`src/hw/rtl/lipf_pkg.sv`:
```
`default_nettype none
// Package for the lidar isolated point filter: field widths, register indexes,
// reset values and shared types. No dependencies.
package lipf_pkg;

    localparam int RANGE_W = 17;
    localparam int RATIO_W = 16;
    localparam int GAP_W   = 16;
    localparam int CFG_W   = 17;
    localparam int FRAC_W  = 15;
    // range * ratio + gap * 2^15 stays below 2^34
    localparam int THR_W   = RANGE_W + RATIO_W + 1;

    typedef logic [1:0] t_cfg_index;
    localparam t_cfg_index CFG_DISTANCE_RATIO = 2'd0;
    localparam t_cfg_index CFG_MIN_GAP_MM     = 2'd1;
    localparam t_cfg_index CFG_INVALID_CODE   = 2'd2;

    localparam logic [RATIO_W-1:0] RATIO_RESET   = 16'd846;
    localparam logic [GAP_W-1:0]   GAP_RESET     = 16'd30;
    localparam logic [RANGE_W-1:0] INVALID_RESET = 17'd100000;

    typedef enum logic [2:0] {
        FILL_EMPTY = 3'b001,
        FILL_ONE   = 3'b010,
        FILL_TWO   = 3'b100
    } t_fill;

    typedef struct packed {
        logic [RANGE_W-1:0] range_mm;
        logic               scan_end;
    } t_result;

endpackage
`default_nettype wire

```
`src/hw/rtl/lidar_isolated_point_filter.sv`:
```
`default_nettype none
// Lidar isolated point filter top level; uses lipf_pkg.
// A held sample enters the output queue when the request that releases it (the next sample,
// or its own scan end) is processed from the input register. Throughput: one request per
// cycle, held off by o_stall from the 4-entry output queue that takes both scan-end results.
// Reset (synchronous, active low) empties the window and queue and restores register defaults.
module lidar_isolated_point_filter (
    input  wire                          i_clk,
    input  wire                          i_rst_n,
    input  wire                          i_cfg_we,
    input  wire lipf_pkg::t_cfg_index    i_cfg_index,
    input  wire [lipf_pkg::CFG_W-1:0]    i_cfg_data,
    input  wire                          i_valid,
    output logic                         o_stall,
    input  wire [lipf_pkg::RANGE_W-1:0]  i_range_mm,
    input  wire                          i_scan_end,
    output logic                         o_valid,
    input  wire                          i_stall,
    output logic [lipf_pkg::RANGE_W-1:0] o_range_out_mm,
    output logic                         o_scan_end_out
);
    import lipf_pkg::*;

    localparam int QDEPTH = 4;
    localparam int QPTR_W = 2;
    localparam int QCNT_W = 3;

    // configuration
    logic [RATIO_W-1:0] r_ratio;
    logic [GAP_W-1:0]   r_gap;
    logic [RANGE_W-1:0] r_invalid;

    always_ff @(posedge i_clk) begin
        if (!i_rst_n) begin
            r_ratio   <= RATIO_RESET;
            r_gap     <= GAP_RESET;
            r_invalid <= INVALID_RESET;
        end else if (i_cfg_we) begin
            case (i_cfg_index)
                CFG_DISTANCE_RATIO: r_ratio   <= i_cfg_data[RATIO_W-1:0];
                CFG_MIN_GAP_MM:     r_gap     <= i_cfg_data[GAP_W-1:0];
                CFG_INVALID_CODE:   r_invalid <= i_cfg_data[RANGE_W-1:0];
                default: ;
            endcase
        end
    end

    // input register with the sample's threshold
    logic               r_in_valid;
    logic [RANGE_W-1:0] r_in_range;
    logic               r_in_last;
    logic [THR_W-1:0]   r_in_thr;
    logic [THR_W-1:0]   n_in_thr;
    logic               in_acc;
    logic               proc_fire;
    logic               q_space;

    assign n_in_thr = THR_W'(i_range_mm) * THR_W'(r_ratio)
                    + {{(THR_W-GAP_W-FRAC_W){1'b0}}, r_gap, {FRAC_W{1'b0}}};

    assign o_stall   = r_in_valid && !q_space;
    assign in_acc    = i_valid && !o_stall;
    assign proc_fire = r_in_valid && q_space;

    always_ff @(posedge i_clk) begin
        if (!i_rst_n) begin
            r_in_valid <= 1'b0;
        end else if (in_acc) begin
            r_in_valid <= 1'b1;
        end else if (proc_fire) begin
            r_in_valid <= 1'b0;
        end
    end

    always_ff @(posedge i_clk) begin
        if (in_acc) begin
            r_in_range <= i_range_mm;
            r_in_last  <= i_scan_end;
            r_in_thr   <= n_in_thr;
        end
    end

    // window
    t_fill              r_fill;
    t_fill              n_fill;
    logic [RANGE_W-1:0] r_mid;
    logic [RANGE_W-1:0] r_old;
    logic [THR_W-1:0]   r_mid_thr;
    logic [THR_W-1:0]   r_old_thr;

    logic [RANGE_W-1:0] diff_old;
    logic [RANGE_W-1:0] diff_new;
    logic               jump_old;
    logic               jump_new;
    logic               isolated;
    logic               emit_mid;
    t_result            res_mid;
    t_result            res_last;

    assign diff_old = (r_mid >= r_old) ? r_mid - r_old : r_old - r_mid;
    assign diff_new = (r_mid >= r_in_range) ? r_mid - r_in_range : r_in_range - r_mid;
    assign jump_old = {{(THR_W-RANGE_W-FRAC_W){1'b0}}, diff_old, {FRAC_W{1'b0}}} > r_old_thr;
    assign jump_new = {{(THR_W-RANGE_W-FRAC_W){1'b0}}, diff_new, {FRAC_W{1'b0}}} > r_in_thr;

    always_comb begin
        isolated = 1'b0;
        emit_mid = 1'b0;
        n_fill   = r_fill;
        case (r_fill)
            FILL_EMPTY: begin
                n_fill = FILL_ONE;
            end
            FILL_ONE: begin
                emit_mid = 1'b1;
                n_fill   = FILL_TWO;
            end
            FILL_TWO: begin
                emit_mid = 1'b1;
                isolated = (r_mid != r_invalid) && (r_mid != '0) && jump_old && jump_new;
                n_fill   = FILL_TWO;
            end
            default: begin
                n_fill = FILL_EMPTY;
            end
        endcase
        if (r_in_last) begin
            n_fill = FILL_EMPTY;
        end
    end

    assign res_mid.range_mm  = isolated ? r_invalid : r_mid;
    assign res_mid.scan_end  = 1'b0;
    assign res_last.range_mm = r_in_range;
    assign res_last.scan_end = 1'b1;

    always_ff @(posedge i_clk) begin
        if (!i_rst_n) begin
            r_fill <= FILL_EMPTY;
        end else if (proc_fire) begin
            r_fill <= n_fill;
        end
    end

    always_ff @(posedge i_clk) begin
        if (proc_fire) begin
            r_old     <= r_mid;
            r_old_thr <= r_mid_thr;
            r_mid     <= r_in_range;
            r_mid_thr <= r_in_thr;
        end
    end

    // output queue
    t_result             r_queue [QDEPTH];
    logic [QPTR_W-1:0]   r_wr_ptr;
    logic [QPTR_W-1:0]   r_rd_ptr;
    logic [QCNT_W-1:0]   r_count;
    logic [QCNT_W-1:0]   push_n;
    logic                pop;
    t_result             wr_first;

    assign push_n   = proc_fire ? QCNT_W'(emit_mid) + QCNT_W'(r_in_last) : '0;
    assign pop      = o_valid && !i_stall;
    assign q_space  = r_count <= QCNT_W'(QDEPTH - 2);
    assign wr_first = emit_mid ? res_mid : res_last;

    always_ff @(posedge i_clk) begin
        if (push_n != '0) begin
            r_queue[r_wr_ptr] <= wr_first;
        end
        if (push_n == QCNT_W'(2)) begin
            r_queue[r_wr_ptr + QPTR_W'(1)] <= res_last;
        end
    end

    always_ff @(posedge i_clk) begin
        if (!i_rst_n) begin
            r_wr_ptr <= '0;
            r_rd_ptr <= '0;
            r_count  <= '0;
        end else begin
            r_wr_ptr <= r_wr_ptr + push_n[QPTR_W-1:0];
            r_rd_ptr <= r_rd_ptr + QPTR_W'(pop);
            r_count  <= r_count + push_n - QCNT_W'(pop);
        end
    end

    assign o_valid        = r_count != '0;
    assign o_range_out_mm = r_queue[r_rd_ptr].range_mm;
    assign o_scan_end_out = r_queue[r_rd_ptr].scan_end;

    assert property (@(posedge i_clk) disable iff (!i_rst_n)
        r_count <= QCNT_W'(QDEPTH))
        else $error("output queue overflow");

    assert property (@(posedge i_clk) disable iff (!i_rst_n)
        proc_fire && r_in_last |=> r_fill == FILL_EMPTY)
        else $error("window not emptied at scan end");

    assert property (@(posedge i_clk) disable iff (!i_rst_n)
        pop && push_n == '0 |=> r_count == $past(r_count) - QCNT_W'(1))
        else $error("queue count lost a pop");

    assert property (@(posedge i_clk) disable iff (!i_rst_n)
        proc_fire && r_fill == FILL_EMPTY && !r_in_last |-> push_n == '0)
        else $error("first sample of scan emitted early");

endmodule
`default_nettype wire

```
`config.mk`:
```
export PLATFORM = sky130hd
export DESIGN_NAME = lidar_isolated_point_filter
export DESIGN_NICKNAME = d
export VERILOG_FILES = /design/src/hw/rtl/lipf_pkg.sv /design/src/hw/rtl/lidar_isolated_point_filter.sv
export SDC_FILE = /design/constraint.sdc
export NUM_CORES = 1
export LEC_CHECK = 0
export BUFFER_PORTS_ARGS = -buffer_cell sky130_fd_sc_hd__buf_4
export CORE_ASPECT_RATIO = 0.6
export CORE_UTILIZATION = 55
export DETAILED_ROUTE_END_ITERATION = 8
export GPL_ROUTABILITY_DRIVEN = 0
export PLACE_DENSITY = 0.81
export SLEW_MARGIN = 20
export SYNTH_ARGS = -nofsm -noshare
export SYNTH_HDL_FRONTEND = slang
export SYNTH_SLANG_ARGS = --single-unit
```
`constraint.sdc`:
```
create_clock -name i_clk -period 7.49 [get_ports i_clk]
set_input_delay 0.749 -clock i_clk [delete_from_list [all_inputs] [get_ports i_clk]]
set_output_delay 0.749 -clock i_clk [all_outputs]
set_load 0.01 [all_outputs]
```
After elaboration in Yosys (flattened, before gate mapping). Memory sizes are Yosys's and may differ from the RTL's. A register that Yosys moved wholly into a read port is not among the register bits. Cells that the tools add are included.

Register bits after elaboration: 214. Bits in latches: 0. Memory bits (writable): 72. Memory bits (read-only): 0. Input bits: 42. Output and inout bits: 20. Word-level logic and storage cells: 75. Memories kept: 1.

Memory list: r_queue (depth 4, bits a word 18, read ports 1, clocked after Yosys merged registers in 1, write ports 2, RTL line lidar_isolated_point_filter.sv:154) `t_result r_queue [QDEPTH];`.

Add/subtract/negate cells: 11. Multiply operators: 1. Div/mod/pow operators: 0. $lt $le $gt $ge: 5. Eq/ne operators: 7. Shift operators: 0. Mux-type cells: 16. Bitwise logic cells: 0. Reduce and logical (&&, ||, !) cells: 19.

Operators by type and width (number): > comparator 32 x 34 -> 1 bit (2); subtractor 17 bit (4); 2-to-1 mux 17 bit (3); adder 33 x 31 -> 34 bit (1); greater-or-equal comparator 17 bit (2); multiplier 17 x 16 -> 33 bit (1); 2-to-1 mux 18 bit (1); != test 17 bit (1); nonzero test 17 bit (1); 2-to-1 mux 1 bit (8); logical AND 1 bit (7); one-hot mux 3 bit (2 select lines) (1); AND reduction 2 bit (3); nonzero test 3 bit (2); == test 2 bit, second input constant (2); 2-to-1 mux 2 bit (2); adder 3 x 2 -> 3 bit (1); == test 3 x 1 -> 1 bit, second input constant (1); == test 3 x 2 -> 1 bit, second input constant (1); == test 3 bit, second input constant (1); less-or-equal comparator 3 x 2 -> 1 bit, second input constant (1); zero test 1 bit (3); 2-to-1 mux 3 bit (1); subtractor 3 x 1 -> 3 bit (1); other kinds (8) (8).

Depth between registers and ports, before layout. Gate-level depths: netlist (run 1).

Word-level depth: 8. Depth in mapped cells: 25. Gate-level depth less buffers: 23.

Least setup slack after synthesis (run 1). No wires, ideal clock.

Kind: input to register. From: input i_range_mm[11] (netlist name). To: register r_in_thr[33] (data pin). Library setup time: 0.260 ns. Arrival time: 6.085 ns. Data required time: 7.230 ns. Slack: 1.145 ns. Cell stages on the path: 21. Path buffers: 1. Cells stage by stage: clkbuf_1 > nand2_1 > fa_1 > inv_1 > fa_1 > fa_1 > fa_1 > fa_1 > inv_1 > fa_1 > inv_1 > ha_1 > a21oi_1 > o211ai_1 > a221oi_1 > o31ai_2 > o31ai_4 > o21ai_2 > a211o_1 > a21oi_2 > xnor2_1.

Cells in the longest elaborated chain, start to end: 2.

RTL lines: start: declaration (RTL line lidar_isolated_point_filter.sv:15) `input wire [lipf_pkg::RANGE_W-1:0] i_range_mm,`; multiplier 17 x 16 -> 33 bit (RTL line lidar_isolated_point_filter.sv:58) `assign n_in_thr = THR_W'(i_range_mm) * THR_W'(r_ratio)`; adder 33 x 31 -> 34 bit (RTL line lidar_isolated_point_filter.sv:59) `+ {{(THR_W-GAP_W-FRAC_W){1'b0}}, r_gap, {FRAC_W{1'b0}}};`; named net n_in_thr[33] (RTL line lidar_isolated_point_filter.sv:53) `logic [THR_W-1:0] n_in_thr;`; end signal: assignment (RTL line lidar_isolated_point_filter.sv:79) `r_in_thr <= n_in_thr;`; end: declaration (RTL line lidar_isolated_point_filter.sv:52) `logic [THR_W-1:0] r_in_thr;`.

The timed path passes the listed nets, and every way through them passes these cells. A chain may end at the register's enable or synchronous reset.

Final worst setup path (run 1).
From: register r_ratio[5]. To: register r_in_thr[33] (data pin).

Cells in the longest elaborated chain, start to end: 2.

RTL lines: start: declaration (RTL line lidar_isolated_point_filter.sv:29) `logic [RATIO_W-1:0] r_ratio;`; start signal: assignment (RTL line lidar_isolated_point_filter.sv:40) `CFG_DISTANCE_RATIO: r_ratio <= i_cfg_data[RATIO_W-1:0];`; multiplier 17 x 16 -> 33 bit (RTL line lidar_isolated_point_filter.sv:58); adder 33 x 31 -> 34 bit (RTL line lidar_isolated_point_filter.sv:59); named net n_in_thr[33] (RTL line lidar_isolated_point_filter.sv:53).

The timed path passes the listed nets, and every way through them passes these cells.

==> results of run 1 <==
final cells by class:
class	instances	area, um^2	area share
multi-input combinational	1698	14800	0.557
sequential	286	7950	0.298
inverter	414	1560	0.0584
tap	579	724	0.0272
clock buffer	31	712	0.0267
timing repair buffer	92	691	0.0259
clock inverter	21	174	0.00653
synthesized netlist by cell type (6+ instances only):
cell type / number / area [um^2]
buf_2: 13 / 65.1
a21boi_0: 35 / 263
o21bai_1: 16 / 120
a211oi_1: 7 / 52.6
nor3_1: 15 / 75.1
nand3_1: 35 / 175
xnor2_1: 41 / 359
ha_1: 221 / 2770
edfxtp_1: 222 / 6670
a31oi_1: 11 / 68.8
fa_1: 230 / 4600
clkbuf_1: 80 / 300
dfxtp_1: 64 / 1280
o21a_1: 14 / 105
nor4_1: 12 / 75.1
nor2b_1: 13 / 81.3
o21ai_0: 101 / 505
a21oi_1: 161 / 806
nor2_1: 54 / 203
nand2_1: 322 / 1210
mux4_2: 18 / 405
and2_1: 156 / 976
nand2b_1: 11 / 68.8
a21o_1: 45 / 338
inv_1: 413 / 1550
xor2_1: 41 / 359
and3_1: 6 / 37.5
o211ai_1: 12 / 90.1
mux2i_1: 28 / 280
nand4_1: 15 / 93.8
or3_1: 6 / 37.5
sequential cells by signal (all words and copies together) (netlist names), 16 cells and up:
name and cells:
r_mid 17, r_old 17, r_mid_thr 34, r_gap 16, r_old_thr 34, r_invalid 17, r_queue 72, r_in_range 17
r_ratio 16, r_in_thr 34
kinds of logic (layout without fill, tap and decap cells):
logic type,Yosys count,count (layout),synth area share
fa+ha+maj,451,451,0.298
xor+xnor,82,82,0.0291
buf+inv,511,558,0.0794
compound gates,448,448,0.112
mux,49,49,0.0296
flops,286,286,0.322
simple gates,668,668,0.130
power by group:
group / internal [mW] / switching, mW / total (mW) / leakage [nW]
Combinational: 1.97 / 2.94 / 4.91 / 9.08
Clock: 0.733 / 0.642 / 1.37 / 0.434
Sequential: 2.16 / 0.178 / 2.33 / 2.65
metal layers:
| metal | global-route usage | part of all wire | up-vias |
|---|---|---|---|
| li1 | - | - | 8280 |
| met1 | 0.440 | 0.41 | 9055 |
| met2 | 0.414 | 0.41 | 1355 |
| met3 | 0.0944 | 0.15 | 168 |
| met4 | 0.0740 | 0.027 | 0 |
| met5 | 0 | 0 | - |
worst paths after layout:
check	start	slack [ns]	end
setup / recovery	r_ratio[5]	0.65	r_in_thr[33]
hold / removal	i_scan_end	0.37	r_in_last
setup reg to reg	r_ratio[5]	0.65	r_in_thr[33]
hold reg to reg	r_mid_thr[15]	0.42	r_old_thr[15]
stage by stage:
step	util	hold WS [ns]	setup slack, ns	power [mW]	area, um^2
2_1_floorplan	-	0.400	1.15	5.75	24700
3_3_place_gp	0.588	0.403	0.797	6.88	25700
3_5_place_dp	0.588	0.405	0.743	7.11	25700
4_1_cts	0.608	0.362	0.813	8.50	26600
5_1_grt	0.609	0.364	0.440	9.21	26600
6_report	0.609	0.367	0.654	8.62	26600
critical path, stage by stage (launching register included):
cell	delay (ns)
dfxtp_1	0.99
nand2_1	0.18
fa_1	0.56
inv_1	0.05
fa_1	0.46
fa_1	0.50
fa_1	0.54
fa_1	0.50
inv_1	0.05
fa_1	0.47
inv_1	0.05
ha_1	0.36
a21oi_1	0.28
o211ai_1	0.16
a221oi_1	0.32
o31ai_2	0.17
o31ai_4	0.28
o21ai_2	0.14
a211o_1	0.29
a21oi_2	0.14
xnor2_1	0.09
==> metrics.yaml, run 1 <==
fin_cells: 3121
routedWlPerCell_um: 21.5
r2r_cells: 20
dp_hpwl_um: 50700
cts_hold_buf: 0
num_antenna_cells: 0
final.setup.tns_ns: 0
crit_path_end_kind: "register"
dp_cells: 3069
cts_tree: "done"
drc: 0
synth_nets: 2988
cp_max_fo: 18
syn_area_mm2: 0.0247
arrival_ns: 7.15
die_h_um: 166
cts_resized: 0
rows: 59
fin_worst_skew_ns: 0.0178
period_needed_ns: 6.84
setup-violations-final: 0
syn-instance-count: 2495
cts_buffer_depth: 3
async_reset_ff_frac: 0
initial_core_util: 0.564
cp.required_ns: 7.80
worstSetupPathType: "reg -> reg"
htree_levels: 1
fmaxAchievable_ghz: 0.146
slew_viol_final: 0
cts.sinks: 286
ys_seq_area_frac: 0.322
antenna_found_initial: 1
yosysWarnings: 0
final_cell_mix: "inv_1, nand2_1, fa_1"
drt_iter0_drc: 2480
grt_max_degree: 85
maxCapViolations: 0
syn_to_final_growth_pct: 7.85
leakagePower_nw: 12.2
num_io_pins: 62
vias: 18900
postCtsSetupRepairBufs: 0
drive_gt1_frac: 0.0724
drtAntennaViolNets: 0
die_area_mm2: 0.0458
final_common_cell: "inv_1"
worstMarginPinSlew_ns: 1.05
relSlewSlack: 0.297
ys_ff_latch: 286
dr.pass1.iters: 8
clkTransAtPathRegs_ns: 0.07
power_density_mw_per_mm2: 324
grt-ovfl-total: 0
ys.flop_type: "edfxtp_1"
fillers: 3377
ir_worst_vdd_v: 0.000415
grt_usage: 0.295
vias_per_cell: 6.04
synth_cell_types: 73
routed_wl_um: 67100
grt_setup_unrepaired: "false"
grt_pass1_wl_um: 105000
clk_latency_ns: 0.57
cts_buffers: 28
hold_class: "in -> reg"
worst_setup_path_start_kind: "register"
grt_pass1_vias: 18700
port_buffers: 61
finalCritPeriodShare: 0.913
synth_edf_count: 222
die_x_um: 276
hold_violations: 0
hold_path_depth: 1
core-area_mm2: 0.0438
status: "finished clean"
synth.avg_cell_area_um2: 9.90
cts-root-buf: "clkbuf_16"
final_nets: 3013
Power figures use the tool's default switching activity.
==> run 2, diff against run 1 <==
- CORE_ASPECT_RATIO: 0.6 -> default
==> run 2 against run 1 <==
Net effect:
- register-to-register slack improved by 0.12 ns
- clock skew grew 0.027 ns
- hold slack worse by 0.038 ns
- via count is 1.7% lower
- critical endpoint unchanged
- highest routed layer unchanged
==> metrics.yaml, run 2 (synthesized netlist as in run 1, its figures left out) <==
swShare: 0.413  # was 0.436
worstMarginPinSlew_ns: 1.13  # was 1.05 ns
ir_worst_vdd_v: 0.000295  # was 0.000415 V
num_io_pins: 62  # unchanged
p_sw_mw: 3.49  # was 3.76 mW
cts_buffers: 30  # was 28
cts-root-buf: "clkbuf_16"  # unchanged
final_nets: 3004  # was 3013
grt_pass1_vias: 19100  # was 18700
cts_tree: "done"  # unchanged
p_clk_frac: 0.181  # was 0.159
r2r_cells: 20  # unchanged
seqPwrFrac: 0.278  # was 0.271
regArea_mm2: 0.00795  # about the same
detailed_place.area_mm2: 0.0257  # about the same
relSlewSlack: 0.248  # was 0.297
cp.required_ns: 7.84  # was 7.80 ns
vias: 18500  # was 18900
grt_max_degree: 74  # was 85
grt-ovfl-total: 0  # unchanged
hold_violations: 0  # unchanged
drc: 0  # unchanged
htree_levels: 1  # unchanged
status: "finished clean"  # unchanged
final.setup.tns_ns: 0  # unchanged
largest_reg_flops: 72  # unchanged
core-area_mm2: 0.0442  # was 0.0438 mm^2
cts_hold_buf: 0  # unchanged
fin_worst_skew_ns: 0.0451  # was 0.0178 ns
cts.sinks: 286  # unchanged
routed_wl_um: 62900  # was 67100 um
postLayoutCellArea_mm2: 0.0267  # was 0.0266 mm^2
drtAntennaViolNets: 0  # unchanged
multi_input_area_mm2: 0.0148  # about the same
top_register: "r_queue"  # unchanged
final_cell_mix: "inv_1, nand2_1, fa_1"  # unchanged
initial_core_util: 0.559  # was 0.564
cts_resized: 0  # unchanged
worst_hold_slack_ns: 0.329  # was 0.367 ns
die_h_um: 214  # was 166 um
leakagePower_nw: 12.2  # about the same
clk_latency_ns: 0.60  # was 0.57 ns
postCtsSetupRepairBufs: 0  # unchanged
die_area_mm2: 0.0458  # about the same
setup-violations-final: 0  # unchanged
grt_setup_unrepaired: "false"  # unchanged
reg2reg_from: "r_ratio[4]"  # was r_ratio[5]
port_buffers: 61  # unchanged
dr.pass1.iters: 7  # was 8
die_x_um: 214  # was 276 um
vias_per_cell: 5.93  # was 6.04
arrival_ns: 7.07  # was 7.15 ns
cts_buffer_depth: 3  # unchanged
hold_class: "in -> reg"  # unchanged
worst_setup_path_start_kind: "register"  # unchanged
period_needed_ns: 6.72  # was 6.84 ns
clkTransAtPathRegs_ns: 0.06  # was 0.07 ns
worstSetupPathType: "reg -> reg"  # unchanged
final_common_cell: "inv_1"  # unchanged
routedWlPerCell_um: 20.1  # was 21.5 um
antenna_found_initial: 0  # was 1
combPwrFrac: 0.541  # was 0.570
slew_viol_final: 0  # unchanged
power_density_mw_per_mm2: 316  # was 324 mW/mm^2
grt_usage: 0.273  # was 0.295
rows: 77  # was 59
drive_gt1_frac: 0.0695  # was 0.0724
finalCritPeriodShare: 0.897  # was 0.913
min-delay-start: "i_scan_end"  # unchanged
maxCapViolations: 0  # unchanged
grt_pass1_wl_um: 99300  # was 105000 um
num_antenna_cells: 0  # unchanged
p_total_mw: 8.43  # was 8.62 mW
worstSetupStartpoint: "r_ratio[4]"  # was r_ratio[5]
hold_path_depth: 1  # unchanged
cp_max_fo: 18  # unchanged
syn_to_final_growth_pct: 8.14  # was 7.85%
p_int_mw: 4.95  # was 4.86 mW
dp_hpwl_um: 46500  # was 50700 um
crit_path_end_kind: "register"  # unchanged
fmaxAchievable_ghz: 0.149  # was 0.146 GHz
fillers: 3463  # was 3377
drt_iter0_drc: 1917  # was 2480
-- run 2: changes by cell type in the layout (fill, tap and decap cells not counted), moves of 2 or more --
cell,before,now
clkbuf_2,0,2
clkbuf_16,28,33
clkbuf_8,0,2
buf_4,92,81
clkinv_2,7,3
clkinv_4,6,2
-- run 2: path summary, 6_finish.rpt --
| path | to | slack [ns] |
|---|---|---|
| setup reg to reg | r_in_thr[33] | 0.77 |
| hold / removal | r_in_last | 0.33 |
| hold reg to reg | r_old_thr[5] | 0.42 |
| setup / recovery | r_in_thr[33] | 0.77 |
-- run 2: area by class of cell --
class	count	area share
well taps	592	0.0277
flip-flops and latches	286	0.297
repair buffers	81	0.0228
inverters	414	0.0583
clock inverters	16	0.00595
multi-input cells	1698	0.555
clock buffers	39	0.0326
-- run 2: per-layer routing --
metal,share of wire,global-route usage,up-vias
li1,-,-,8262
met1,0.39,0.363,8955
met5,0,0,-
met4,0.039,0.111,0
met2,0.47,0.451,1135
met3,0.10,0.0377,191
-- run 2: per-stage QoR --
stage / util / setup WS, ns / cells
after global routing: 0.604 / 0.415 / 3126
final: 0.604 / 0.772 / 3126
after global placement: 0.581 / 0.886 / 3071
after floorplan: - / 1.15 / 2495
after CTS: 0.604 / 0.840 / 3126
after detailed placement: 0.581 / 0.753 / 3071
-- run 2: power groups by stage --
stage / registers (mW) / clock network, mW / logic [mW]
2_1_floorplan: 2.28 / 0 / 3.47
3_3_place_gp: 2.35 / 0 / 4.29
3_5_place_dp: 2.36 / 0 / 4.49
4_1_cts: 2.33 / 1.53 / 4.52
5_1_grt: 2.36 / 1.59 / 5.14
6_report: 2.34 / 1.53 / 4.56
-- run 2: worst max-delay path: stages, from the launching register on --
cell	delay, ns
dfxtp_1	0.94
nand2_1	0.18
fa_1	0.57
inv_1	0.05
fa_1	0.46
fa_1	0.50
fa_1	0.52
fa_1	0.50
inv_1	0.05
fa_1	0.48
inv_1	0.04
ha_1	0.35
a21oi_1	0.28
o211ai_1	0.15
a221oi_1	0.32
o31ai_2	0.18
o31ai_4	0.28
o21ai_2	0.13
a211o_1	0.28
a21oi_2	0.14
xnor2_1	0.07
